## config.mk

```make
export PLATFORM = sky130hd
export DESIGN_NAME = line_follow_pid_steering
export DESIGN_NICKNAME = d
export VERILOG_FILES = /design/src/sv/lfps_pkg.sv /design/src/sv/lfps_front.sv /design/src/sv/lfps_queue.sv /design/src/sv/lfps_back.sv /design/src/sv/line_follow_pid_steering.sv
export SDC_FILE = /design/constraint.sdc
export NUM_CORES = 2
export LEC_CHECK = 0
export ABC_AREA = 1
export BUFFER_PORTS_ARGS = -buffer_cell sky130_fd_sc_hd__buf_2
export CELL_PAD_IN_SITES_DETAIL_PLACEMENT = 0
export CELL_PAD_IN_SITES_GLOBAL_PLACEMENT = 1
export CORE_MARGIN = 2
export CORE_UTILIZATION = 50
export CTS_BUF_LIST = sky130_fd_sc_hd__clkbuf_4
export CTS_CLUSTER_DIAMETER = 50
export CTS_CLUSTER_SIZE = 16
export DETAILED_ROUTE_END_ITERATION = 8
export PLACE_DENSITY_LB_ADDON = 0.1
export SKIP_CTS_REPAIR_TIMING = 1
export SLEW_MARGIN = 5
export SYNTH_ARGS = -nofsm -noshare
export SYNTH_HDL_FRONTEND = slang
export SYNTH_SLANG_ARGS = --single-unit
```

## constraint.sdc

```tcl
create_clock -name clock -period 19.6 [get_ports clock]
set_input_delay 1.96 -clock clock [delete_from_list [all_inputs] [get_ports clock]]
set_output_delay 1.96 -clock clock [all_outputs]
set_load 0.02 [all_outputs]
```

## src/sv/lfps_pkg.sv

```systemverilog
// lfps_pkg: shared types, register codes and constants of the line follower steering block
// no dependencies
`timescale 1ns / 1ps

package lfps_pkg;

   localparam int INTEGRAL_WIDTH_DEFAULT = 16;
   localparam int QUEUE_DEPTH = 2;

   localparam int GAIN_WIDTH  = 16;
   localparam int SPEED_WIDTH = 9;
   localparam int ERROR_WIDTH = 3;
   localparam int DIFF_WIDTH  = 4;
   localparam int SENSOR_WIDTH = 6;
   localparam int CSR_INDEX_WIDTH = 8;
   localparam int CSR_DATA_WIDTH  = 16;

   localparam logic [GAIN_WIDTH-1:0]         PROP_GAIN_RESET  = 16'd3840;
   localparam logic [GAIN_WIDTH-1:0]         INTEG_GAIN_RESET = 16'd32;
   localparam logic [GAIN_WIDTH-1:0]         DERIV_GAIN_RESET = 16'd5120;
   localparam logic signed [SPEED_WIDTH-1:0] BASE_SPEED_RESET = 9'sd100;

   // register indexes on the configuration port
   typedef enum logic [CSR_INDEX_WIDTH-1:0] {
      REG_PROP_GAIN  = 8'd0,
      REG_INTEG_GAIN = 8'd1,
      REG_DERIV_GAIN = 8'd2,
      REG_BASE_SPEED = 8'd3
   } reg_index_type;

   // gains and base speed handed to the back end
   typedef struct packed {
      logic [GAIN_WIDTH-1:0]         prop_gain;
      logic [GAIN_WIDTH-1:0]         integ_gain;
      logic [GAIN_WIDTH-1:0]         deriv_gain;
      logic signed [SPEED_WIDTH-1:0] base_speed;
   } cfg_type;

   // line error codes
   localparam logic signed [ERROR_WIDTH-1:0] ERR_POS3 = 3'sd3;
   localparam logic signed [ERROR_WIDTH-1:0] ERR_POS2 = 3'sd2;
   localparam logic signed [ERROR_WIDTH-1:0] ERR_POS1 = 3'sd1;
   localparam logic signed [ERROR_WIDTH-1:0] ERR_NEG1 = -3'sd1;
   localparam logic signed [ERROR_WIDTH-1:0] ERR_NEG2 = -3'sd2;
   localparam logic signed [ERROR_WIDTH-1:0] ERR_NEG3 = -3'sd3;

   localparam int SPEED_LIMIT = 255;

endpackage

```

## src/sv/lfps_front.sv

```systemverilog
// lfps_front: classifies a sensor sample into a line error and updates the pid state
// depends on lfps_pkg
`timescale 1ns / 1ps

module lfps_front #(
   parameter int INTEGRAL_WIDTH = lfps_pkg::INTEGRAL_WIDTH_DEFAULT
) (
   input  logic                                       clock,
   input  logic                                       reset,
   input  logic                                       in_valid,
   output logic                                       in_ready,
   input  logic [lfps_pkg::SENSOR_WIDTH-1:0]          sensor_bits,
   output logic                                       push_valid,
   input  logic                                       push_ready,
   output logic signed [lfps_pkg::ERROR_WIDTH-1:0]    push_error,
   output logic signed [lfps_pkg::DIFF_WIDTH-1:0]     push_diff,
   output logic signed [INTEGRAL_WIDTH-1:0]           push_integral
);
   import lfps_pkg::*;

   logic signed [ERROR_WIDTH-1:0]    prev_error_ff, prev_error_in;
   logic signed [INTEGRAL_WIDTH-1:0] integral_ff, integral_in;
   logic signed [ERROR_WIDTH-1:0]    error_now;
   logic signed [INTEGRAL_WIDTH:0]   integral_sum;
   logic                             accept;

   assign in_ready   = push_ready;
   assign push_valid = in_valid;
   assign accept     = in_valid && push_ready;

   // highest of the upper three sensors wins, then lowest of the lower three
   always_comb begin
      if (sensor_bits[5]) begin
         error_now = ERR_POS3;
      end else if (sensor_bits[4]) begin
         error_now = ERR_POS2;
      end else if (sensor_bits[3]) begin
         error_now = ERR_POS1;
      end else if (sensor_bits[0]) begin
         error_now = ERR_NEG3;
      end else if (sensor_bits[1]) begin
         error_now = ERR_NEG2;
      end else if (sensor_bits[2]) begin
         error_now = ERR_NEG1;
      end else begin
         error_now = prev_error_ff;
      end
   end

   // saturating integral, overflow when the two top bits differ
   always_comb begin
      integral_sum = {integral_ff[INTEGRAL_WIDTH-1], integral_ff}
                   + {{(INTEGRAL_WIDTH-2){error_now[ERROR_WIDTH-1]}}, error_now};
      if (integral_sum[INTEGRAL_WIDTH] != integral_sum[INTEGRAL_WIDTH-1]) begin
         integral_in = integral_sum[INTEGRAL_WIDTH] ?
                       {1'b1, {(INTEGRAL_WIDTH-1){1'b0}}} :
                       {1'b0, {(INTEGRAL_WIDTH-1){1'b1}}};
      end else begin
         integral_in = integral_sum[INTEGRAL_WIDTH-1:0];
      end
   end

   assign prev_error_in = error_now;
   assign push_error    = error_now;
   assign push_diff     = {error_now[ERROR_WIDTH-1], error_now}
                        - {prev_error_ff[ERROR_WIDTH-1], prev_error_ff};
   assign push_integral = integral_in;

   always_ff @(posedge clock) begin
      if (reset) begin
         prev_error_ff <= '0;
         integral_ff   <= '0;
      end else if (accept) begin
         prev_error_ff <= prev_error_in;
         integral_ff   <= integral_in;
      end
   end

endmodule

```

## src/sv/lfps_queue.sv

```systemverilog
// lfps_queue: short fifo between front and back ends
// depends on lfps_pkg
`timescale 1ns / 1ps

module lfps_queue #(
   parameter int WIDTH = 8
) (
   input  logic             clock,
   input  logic             reset,
   input  logic             wr_valid,
   output logic             wr_ready,
   input  logic [WIDTH-1:0] wr_data,
   output logic             rd_valid,
   input  logic             rd_ready,
   output logic [WIDTH-1:0] rd_data
);
   import lfps_pkg::*;

   localparam int PTR_W = (QUEUE_DEPTH > 1) ? $clog2(QUEUE_DEPTH) : 1;
   localparam int CNT_W = $clog2(QUEUE_DEPTH + 1);
   localparam logic [PTR_W-1:0] LAST_PTR = PTR_W'(QUEUE_DEPTH - 1);
   localparam logic [CNT_W-1:0] FULL_CNT = CNT_W'(QUEUE_DEPTH);

   logic [WIDTH-1:0] slot_ff [QUEUE_DEPTH];
   logic [PTR_W-1:0] wr_ptr_ff, wr_ptr_in, rd_ptr_ff, rd_ptr_in;
   logic [CNT_W-1:0] count_ff, count_in;
   logic             push, pop;

   assign wr_ready = (count_ff != FULL_CNT);
   assign rd_valid = (count_ff != '0);
   assign rd_data  = slot_ff[rd_ptr_ff];
   assign push     = wr_valid && wr_ready;
   assign pop      = rd_valid && rd_ready;

   always_comb begin
      wr_ptr_in = wr_ptr_ff;
      rd_ptr_in = rd_ptr_ff;
      count_in  = count_ff;
      if (push) begin
         wr_ptr_in = (wr_ptr_ff == LAST_PTR) ? '0 : wr_ptr_ff + 1'b1;
      end
      if (pop) begin
         rd_ptr_in = (rd_ptr_ff == LAST_PTR) ? '0 : rd_ptr_ff + 1'b1;
      end
      if (push && !pop) begin
         count_in = count_ff + 1'b1;
      end else if (pop && !push) begin
         count_in = count_ff - 1'b1;
      end
   end

   always_ff @(posedge clock) begin
      if (reset) begin
         wr_ptr_ff <= '0;
         rd_ptr_ff <= '0;
         count_ff  <= '0;
      end else begin
         wr_ptr_ff <= wr_ptr_in;
         rd_ptr_ff <= rd_ptr_in;
         count_ff  <= count_in;
      end
   end

   always_ff @(posedge clock) begin
      if (push) begin
         slot_ff[wr_ptr_ff] <= wr_data;
      end
   end

endmodule

```

## src/sv/lfps_back.sv

```systemverilog
// lfps_back: pid products, truncation and speed saturation, with output register
// depends on lfps_pkg
`timescale 1ns / 1ps

module lfps_back #(
   parameter int INTEGRAL_WIDTH = lfps_pkg::INTEGRAL_WIDTH_DEFAULT
) (
   input  logic                                      clock,
   input  logic                                      reset,
   input  lfps_pkg::cfg_type                         cfg,
   input  logic                                      in_valid,
   output logic                                      in_ready,
   input  logic signed [lfps_pkg::ERROR_WIDTH-1:0]   in_error,
   input  logic signed [lfps_pkg::DIFF_WIDTH-1:0]    in_diff,
   input  logic signed [INTEGRAL_WIDTH-1:0]          in_integral,
   output logic                                      out_valid,
   input  logic                                      out_ready,
   output logic signed [lfps_pkg::ERROR_WIDTH-1:0]   out_error,
   output logic signed [lfps_pkg::SPEED_WIDTH-1:0]   out_left,
   output logic signed [lfps_pkg::SPEED_WIDTH-1:0]   out_right
);
   import lfps_pkg::*;

   localparam int PP_W  = GAIN_WIDTH + 1 + ERROR_WIDTH;
   localparam int IP_W  = GAIN_WIDTH + 1 + INTEGRAL_WIDTH;
   localparam int DP_W  = GAIN_WIDTH + 1 + DIFF_WIDTH;
   localparam int ACC_W = IP_W + 2;
   localparam int CW    = ACC_W - 8;
   localparam int SW    = CW + 1;
   localparam logic signed [SW-1:0] SAT_HI = SW'(SPEED_LIMIT);
   localparam logic signed [SW-1:0] SAT_LO = -SW'(SPEED_LIMIT);
   localparam logic signed [ACC_W-1:0] ROUND_ADJ = ACC_W'(255);

   // stage 1: the three products
   logic                          s1_v_ff, s1_ready;
   logic signed [PP_W-1:0]        prod_p_ff, prod_p_in;
   logic signed [IP_W-1:0]        prod_i_ff, prod_i_in;
   logic signed [DP_W-1:0]        prod_d_ff, prod_d_in;
   logic signed [ERROR_WIDTH-1:0] s1_error_ff;
   logic signed [GAIN_WIDTH:0]    pg_s, ig_s, dg_s;

   // stage 2: correction truncated toward zero
   logic                          s2_v_ff, s2_ready;
   logic signed [ACC_W-1:0]       acc, acc_adj;
   logic signed [CW-1:0]          corr_ff, corr_in;
   logic signed [ERROR_WIDTH-1:0] s2_error_ff;

   // output register
   logic                          out_v_ff, o_ready;
   logic signed [SW-1:0]          sum_l, sum_r;
   logic signed [SPEED_WIDTH-1:0] left_ff, left_in, right_ff, right_in;
   logic signed [ERROR_WIDTH-1:0] out_error_ff;

   assign o_ready  = !out_v_ff || out_ready;
   assign s2_ready = !s2_v_ff || o_ready;
   assign s1_ready = !s1_v_ff || s2_ready;
   assign in_ready = s1_ready;

   assign pg_s = {1'b0, cfg.prop_gain};
   assign ig_s = {1'b0, cfg.integ_gain};
   assign dg_s = {1'b0, cfg.deriv_gain};

   assign prod_p_in = pg_s * in_error;
   assign prod_i_in = ig_s * in_integral;
   assign prod_d_in = dg_s * in_diff;

   always_comb begin
      acc     = ACC_W'(prod_p_ff) + ACC_W'(prod_i_ff) + ACC_W'(prod_d_ff);
      acc_adj = acc[ACC_W-1] ? acc + ROUND_ADJ : acc;
      corr_in = acc_adj[ACC_W-1:8];
   end

   always_comb begin
      sum_l = SW'(cfg.base_speed) + SW'(corr_ff);
      sum_r = SW'(cfg.base_speed) - SW'(corr_ff);
      if (sum_l > SAT_HI) begin
         left_in = SPEED_WIDTH'(SPEED_LIMIT);
      end else if (sum_l < SAT_LO) begin
         left_in = -SPEED_WIDTH'(SPEED_LIMIT);
      end else begin
         left_in = sum_l[SPEED_WIDTH-1:0];
      end
      if (sum_r > SAT_HI) begin
         right_in = SPEED_WIDTH'(SPEED_LIMIT);
      end else if (sum_r < SAT_LO) begin
         right_in = -SPEED_WIDTH'(SPEED_LIMIT);
      end else begin
         right_in = sum_r[SPEED_WIDTH-1:0];
      end
   end

   always_ff @(posedge clock) begin
      if (reset) begin
         s1_v_ff  <= 1'b0;
         s2_v_ff  <= 1'b0;
         out_v_ff <= 1'b0;
      end else begin
         if (s1_ready) begin
            s1_v_ff <= in_valid;
         end
         if (s2_ready) begin
            s2_v_ff <= s1_v_ff;
         end
         if (o_ready) begin
            out_v_ff <= s2_v_ff;
         end
      end
   end

   always_ff @(posedge clock) begin
      if (s1_ready) begin
         prod_p_ff   <= prod_p_in;
         prod_i_ff   <= prod_i_in;
         prod_d_ff   <= prod_d_in;
         s1_error_ff <= in_error;
      end
      if (s2_ready) begin
         corr_ff     <= corr_in;
         s2_error_ff <= s1_error_ff;
      end
      if (o_ready) begin
         left_ff      <= left_in;
         right_ff     <= right_in;
         out_error_ff <= s2_error_ff;
      end
   end

   assign out_valid = out_v_ff;
   assign out_error = out_error_ff;
   assign out_left  = left_ff;
   assign out_right = right_ff;

endmodule

```

## src/sv/line_follow_pid_steering.sv

```systemverilog
// line_follow_pid_steering: samples reach rsp_ through the queue, product, correction and
// output registers; one sample per cycle unless rsp_tready stalls: the front end updates
// error and integral state in the accept cycle, the back end runs products, truncation
// and saturation as three stages; synchronous active-high reset clears pid state, queue
// and pipeline valids, and loads the default gains (15, 0.125, 20) and base speed 100
`timescale 1ns / 1ps

module line_follow_pid_steering #(
   parameter int INTEGRAL_WIDTH = lfps_pkg::INTEGRAL_WIDTH_DEFAULT
) (
   input  logic                                   clock,
   input  logic                                   reset,
   // sensor sample stream
   input  logic                                   req_tvalid,
   output logic                                   req_tready,
   input  logic [7:0]                             req_tdata,   // [5:0] sensor_bits
   // steering result stream
   output logic                                   rsp_tvalid,
   input  logic                                   rsp_tready,
   output logic [23:0]                            rsp_tdata,   // [2:0] line_error,
                                                               // [11:3] left_speed,
                                                               // [20:12] right_speed
   // register write channel
   input  logic                                   csr_valid,
   output logic                                   csr_ready,
   input  logic [lfps_pkg::CSR_INDEX_WIDTH-1:0]   csr_index,
   input  logic [lfps_pkg::CSR_DATA_WIDTH-1:0]    csr_data
);
   import lfps_pkg::*;

   localparam int Q_W = ERROR_WIDTH + DIFF_WIDTH + INTEGRAL_WIDTH;

   cfg_type cfg_ff, cfg_in;

   logic                          push_valid, push_ready;
   logic signed [ERROR_WIDTH-1:0] push_error;
   logic signed [DIFF_WIDTH-1:0]  push_diff;
   logic signed [INTEGRAL_WIDTH-1:0] push_integral;
   logic [Q_W-1:0]                q_wr_data, q_rd_data;
   logic                          q_rd_valid, q_rd_ready;

   logic signed [ERROR_WIDTH-1:0] out_error;
   logic signed [SPEED_WIDTH-1:0] out_left, out_right;

   // register writes are always taken; unknown indexes are dropped
   assign csr_ready = 1'b1;

   always_comb begin
      cfg_in = cfg_ff;
      if (csr_valid) begin
         case (reg_index_type'(csr_index))
            REG_PROP_GAIN:  cfg_in.prop_gain  = csr_data;
            REG_INTEG_GAIN: cfg_in.integ_gain = csr_data;
            REG_DERIV_GAIN: cfg_in.deriv_gain = csr_data;
            REG_BASE_SPEED: cfg_in.base_speed = csr_data[SPEED_WIDTH-1:0];
            default:        cfg_in = cfg_ff;
         endcase
      end
   end

   always_ff @(posedge clock) begin
      if (reset) begin
         cfg_ff.prop_gain  <= PROP_GAIN_RESET;
         cfg_ff.integ_gain <= INTEG_GAIN_RESET;
         cfg_ff.deriv_gain <= DERIV_GAIN_RESET;
         cfg_ff.base_speed <= BASE_SPEED_RESET;
      end else begin
         cfg_ff <= cfg_in;
      end
   end

   // front end: error classification and pid state
   lfps_front #(
      .INTEGRAL_WIDTH(INTEGRAL_WIDTH)
   ) u_front (
      .clock        (clock),
      .reset        (reset),
      .in_valid     (req_tvalid),
      .in_ready     (req_tready),
      .sensor_bits  (req_tdata[SENSOR_WIDTH-1:0]),
      .push_valid   (push_valid),
      .push_ready   (push_ready),
      .push_error   (push_error),
      .push_diff    (push_diff),
      .push_integral(push_integral)
   );

   // queue entry: error, difference and updated integral
   assign q_wr_data = {push_integral, push_diff, push_error};

   lfps_queue #(
      .WIDTH(Q_W)
   ) u_queue (
      .clock   (clock),
      .reset   (reset),
      .wr_valid(push_valid),
      .wr_ready(push_ready),
      .wr_data (q_wr_data),
      .rd_valid(q_rd_valid),
      .rd_ready(q_rd_ready),
      .rd_data (q_rd_data)
   );

   // back end: weighted sum, truncation toward zero and motor speeds
   lfps_back #(
      .INTEGRAL_WIDTH(INTEGRAL_WIDTH)
   ) u_back (
      .clock      (clock),
      .reset      (reset),
      .cfg        (cfg_ff),
      .in_valid   (q_rd_valid),
      .in_ready   (q_rd_ready),
      .in_error   (q_rd_data[ERROR_WIDTH-1:0]),
      .in_diff    (q_rd_data[ERROR_WIDTH +: DIFF_WIDTH]),
      .in_integral(q_rd_data[ERROR_WIDTH + DIFF_WIDTH +: INTEGRAL_WIDTH]),
      .out_valid  (rsp_tvalid),
      .out_ready  (rsp_tready),
      .out_error  (out_error),
      .out_left   (out_left),
      .out_right  (out_right)
   );

   // pack result fields from the lowest bit up, zero filled to whole bytes
   assign rsp_tdata = {3'b000, out_right, out_left, out_error};

endmodule

```

==> impl_metrics.ini <==
[run_status]
outcome = finished, final reports clean

[global_route]
grt_usage_pct = 28.2
grt_use_met2_pct = 50.2
grt_antenna_before_repair = 2
grt_use_met3_pct = 4.07
grt_max_degree = 69
grt_pass1_vias = 25000
busiest_layer = met2
grt_use_met1_pct = 33.7
grt_overflow = 0
grt_pass1_wl_um = 134000

[routing]
num_vias = 24600
dr.first_iter.drc_count = 1398
firstDrtPassIters = 7
drc = 0
routed_wirelength_um = 83800
viasPerCell = 5.18
ant_nets = 0
wire_per_inst_um = 17.6

[setup_path]
required_ns = 20.11
critPathLaunchType = flip-flop
cpLargestDelayFamily = adder cells
r2r-end = u_back.prod_i_ff[32]
crit_path_frequent_cell = fa_1
cp_slowest_cell = fa_1
crit_path_max_incr_delay_ns = 0.56
worst-path-buf-inv = 7
crit_type = flip-flop to flip-flop
r2r_slack_ns = 12.03
cp-end-kind = flip-flop
crit_arrival_ns = 8.08
critPathMaxFanout = 24
reg2regPathDepth = 27
crit_end = u_back.prod_i_ff[32]
path_depth = 27

[sta]
finalSetupViolations = 0
slew_violations = 0
fmax_mhz = 132
fin_tns_setup_ns = 0
rsz0062_at_grt = false
period_share_pct = 38.6
hold_slack_ns = 0.436
period_needed_ns = 7.57
worst_pin_slew_ns = 1.18
final.setup.worst_slack_ns = 12.03
fin_skew_ns = 0.0848
hold_viol = 0
max_slew_margin_pct = 20.9

[layout]
final_common_cell = nand2_1
most-common-layout-cells = 939 x nand2_1, 724 x inv_1, 434 x nor2_1
drive_gt1_share_pct = 5.79
nNetsFinal = 4564
synthToLayoutAreaGrowth_pct = 5.43

[yosys]
synth_edf_count = 174
async_reset_ff_share_pct = 0
synth_cells = 3920
syn_area_per_cell_sq_um = 7.60
synth.yosys.seq_area_share_pct = 23.2
ys_types = 53
ys_warn_count = 0
netlist_area_sq_um = 29800
synth_flop_cell = edfxtp_1
ys_seq_elements = 258

[placed_design]
post-place-ws_ns = 12.11
gp_congestion = 0.948
port-buffer-count = 57
dp_hpwl_um = 68700

[clock_network]
cts-root-buf = clkbuf_4
htreeDepth = 2
cts_tree = built
insertion_delay_ns = 0.80
cts.sinks = 258
clk_pin_slew_worst_paths_ns = 0.14
ctsLongestPathBuffers = 3
cts_buffers = 34

[floorplanning]
die_area_sq_um = 61600
row_count = 89
die-height_um = 248
ioPinCount = 64
coreArea_sq_um = 59000
initial_core_util_pct = 50.5
die_w_um = 248

[job]
maxCapViolations = 0

[min_path]
hold_path.class = flip-flop to flip-flop
-- how the worst min path moves through the flow --
stage | from | end | slack (ns) | cells after the start
3_3_place_gp | u_back.s1_error_ff[1] | u_back.s2_error_ff[1] | 0.40 | 0
3_5_place_dp | u_back.s2_error_ff[1] | u_back.out_error[1] | 0.40 | 0
5_1_grt | u_back.s1_error_ff[1] | u_back.s2_error_ff[1] | 0.43 | 0
6_report | u_back.s2_error_ff[1] | u_back.out_error[1] | 0.44 | 0
4_1_cts | u_back.s2_error_ff[1] | u_back.out_error[1] | 0.44 | 0
2_1_floorplan | u_back.s2_error_ff[0] | u_back.out_error[0] | 0.40 | 0
-- metal layers --
metal / vias to the layer above / routed length [um]
li1: 12300 / -
met1: 11500 / 34100
met2: 563 / 41200
met3: 174 / 4110
met4: 0 / 4350
met5: - / 0
-- final cells by class --
type | count | area (sq um)
Antenna cell | 2 | 5.00
Clock buffer | 35 | 263
Clock inverter | 27 | 290
Fill cell | 5996 | 27600
Inverter | 738 | 2770
Multi-Input combinational cell | 2838 | 19800
Sequential cell | 258 | 6910
Tap cell | 773 | 967
Timing Repair Buffer | 77 | 435
-- cells in the mapped netlist, drive strengths merged, types with 4 or more instances --
master | number | area [sq um]
clkinv | 12 | 45.0
nor3 | 36 | 185
and2 | 4 | 25.0
buf | 24 | 128
nand3b | 10 | 75.1
edfxtp | 174 | 5230
inv | 726 | 2730
dfxtp | 84 | 1680
xor2 | 78 | 683
a21o | 13 | 97.6
a211oi | 4 | 30.0
o211ai | 9 | 67.6
nor4 | 8 | 50.1
nand4 | 45 | 282
o21a | 6 | 45.0
a21oi | 203 | 1020
xnor2 | 30 | 263
a31oi | 8 | 50.1
clkbuf | 64 | 241
nand2 | 961 | 3660
o21ai | 135 | 679
fa | 277 | 5550
nor2 | 450 | 1750
ha | 303 | 3790
or2 | 46 | 288
o21bai | 15 | 113
nand3 | 175 | 896
-- flip-flops by register name (all words and copies together), names as in the netlist, named ones only --
signal	flops
cfg_ff	57
u_back.corr_ff	27
u_back.out_error	3
u_back.out_left	9
u_back.out_right	9
u_back.out_valid	1
u_back.prod_d_ff	21
u_back.prod_i_ff	33
u_back.prod_p_ff	20
u_back.s1_error_ff	3
u_back.s1_v_ff	1
u_back.s2_error_ff	3
u_back.s2_v_ff	1
u_front.integral_ff	16
u_front.prev_error_ff	3
u_queue.count_ff	2
u_queue.rd_ptr_ff	1
u_queue.slot_ff	46
u_queue.wr_ptr_ff	1
-- through the flow --
step           area (sq um)  instances  utilization (%)
2_1_floorplan         29800       3922                -
3_3_place_gp          30900       4684             52.3
3_5_place_dp          30900       4684             52.3
4_1_cts               31400       4746             53.2
5_1_grt               31400       4748             53.2
6_report              31400       4748             53.2
-- cell families after synthesis --
logic type	Yosys count	synth area share [%]
adders and majority gates	580	31.3
DFF	258	23.2
buffers and inverters	826	10.5
and+or+nand+nor	1738	24.3
AOI/OAI and AO/OA	406	7.41
xor gates and xnor gates	108	3.17
muxes	2	0.0672
other	2	0.0252
Power is left out: the tool's default activity adds up to more than one toggle a clock period on the data nets, which glitch-free logic cannot reach.
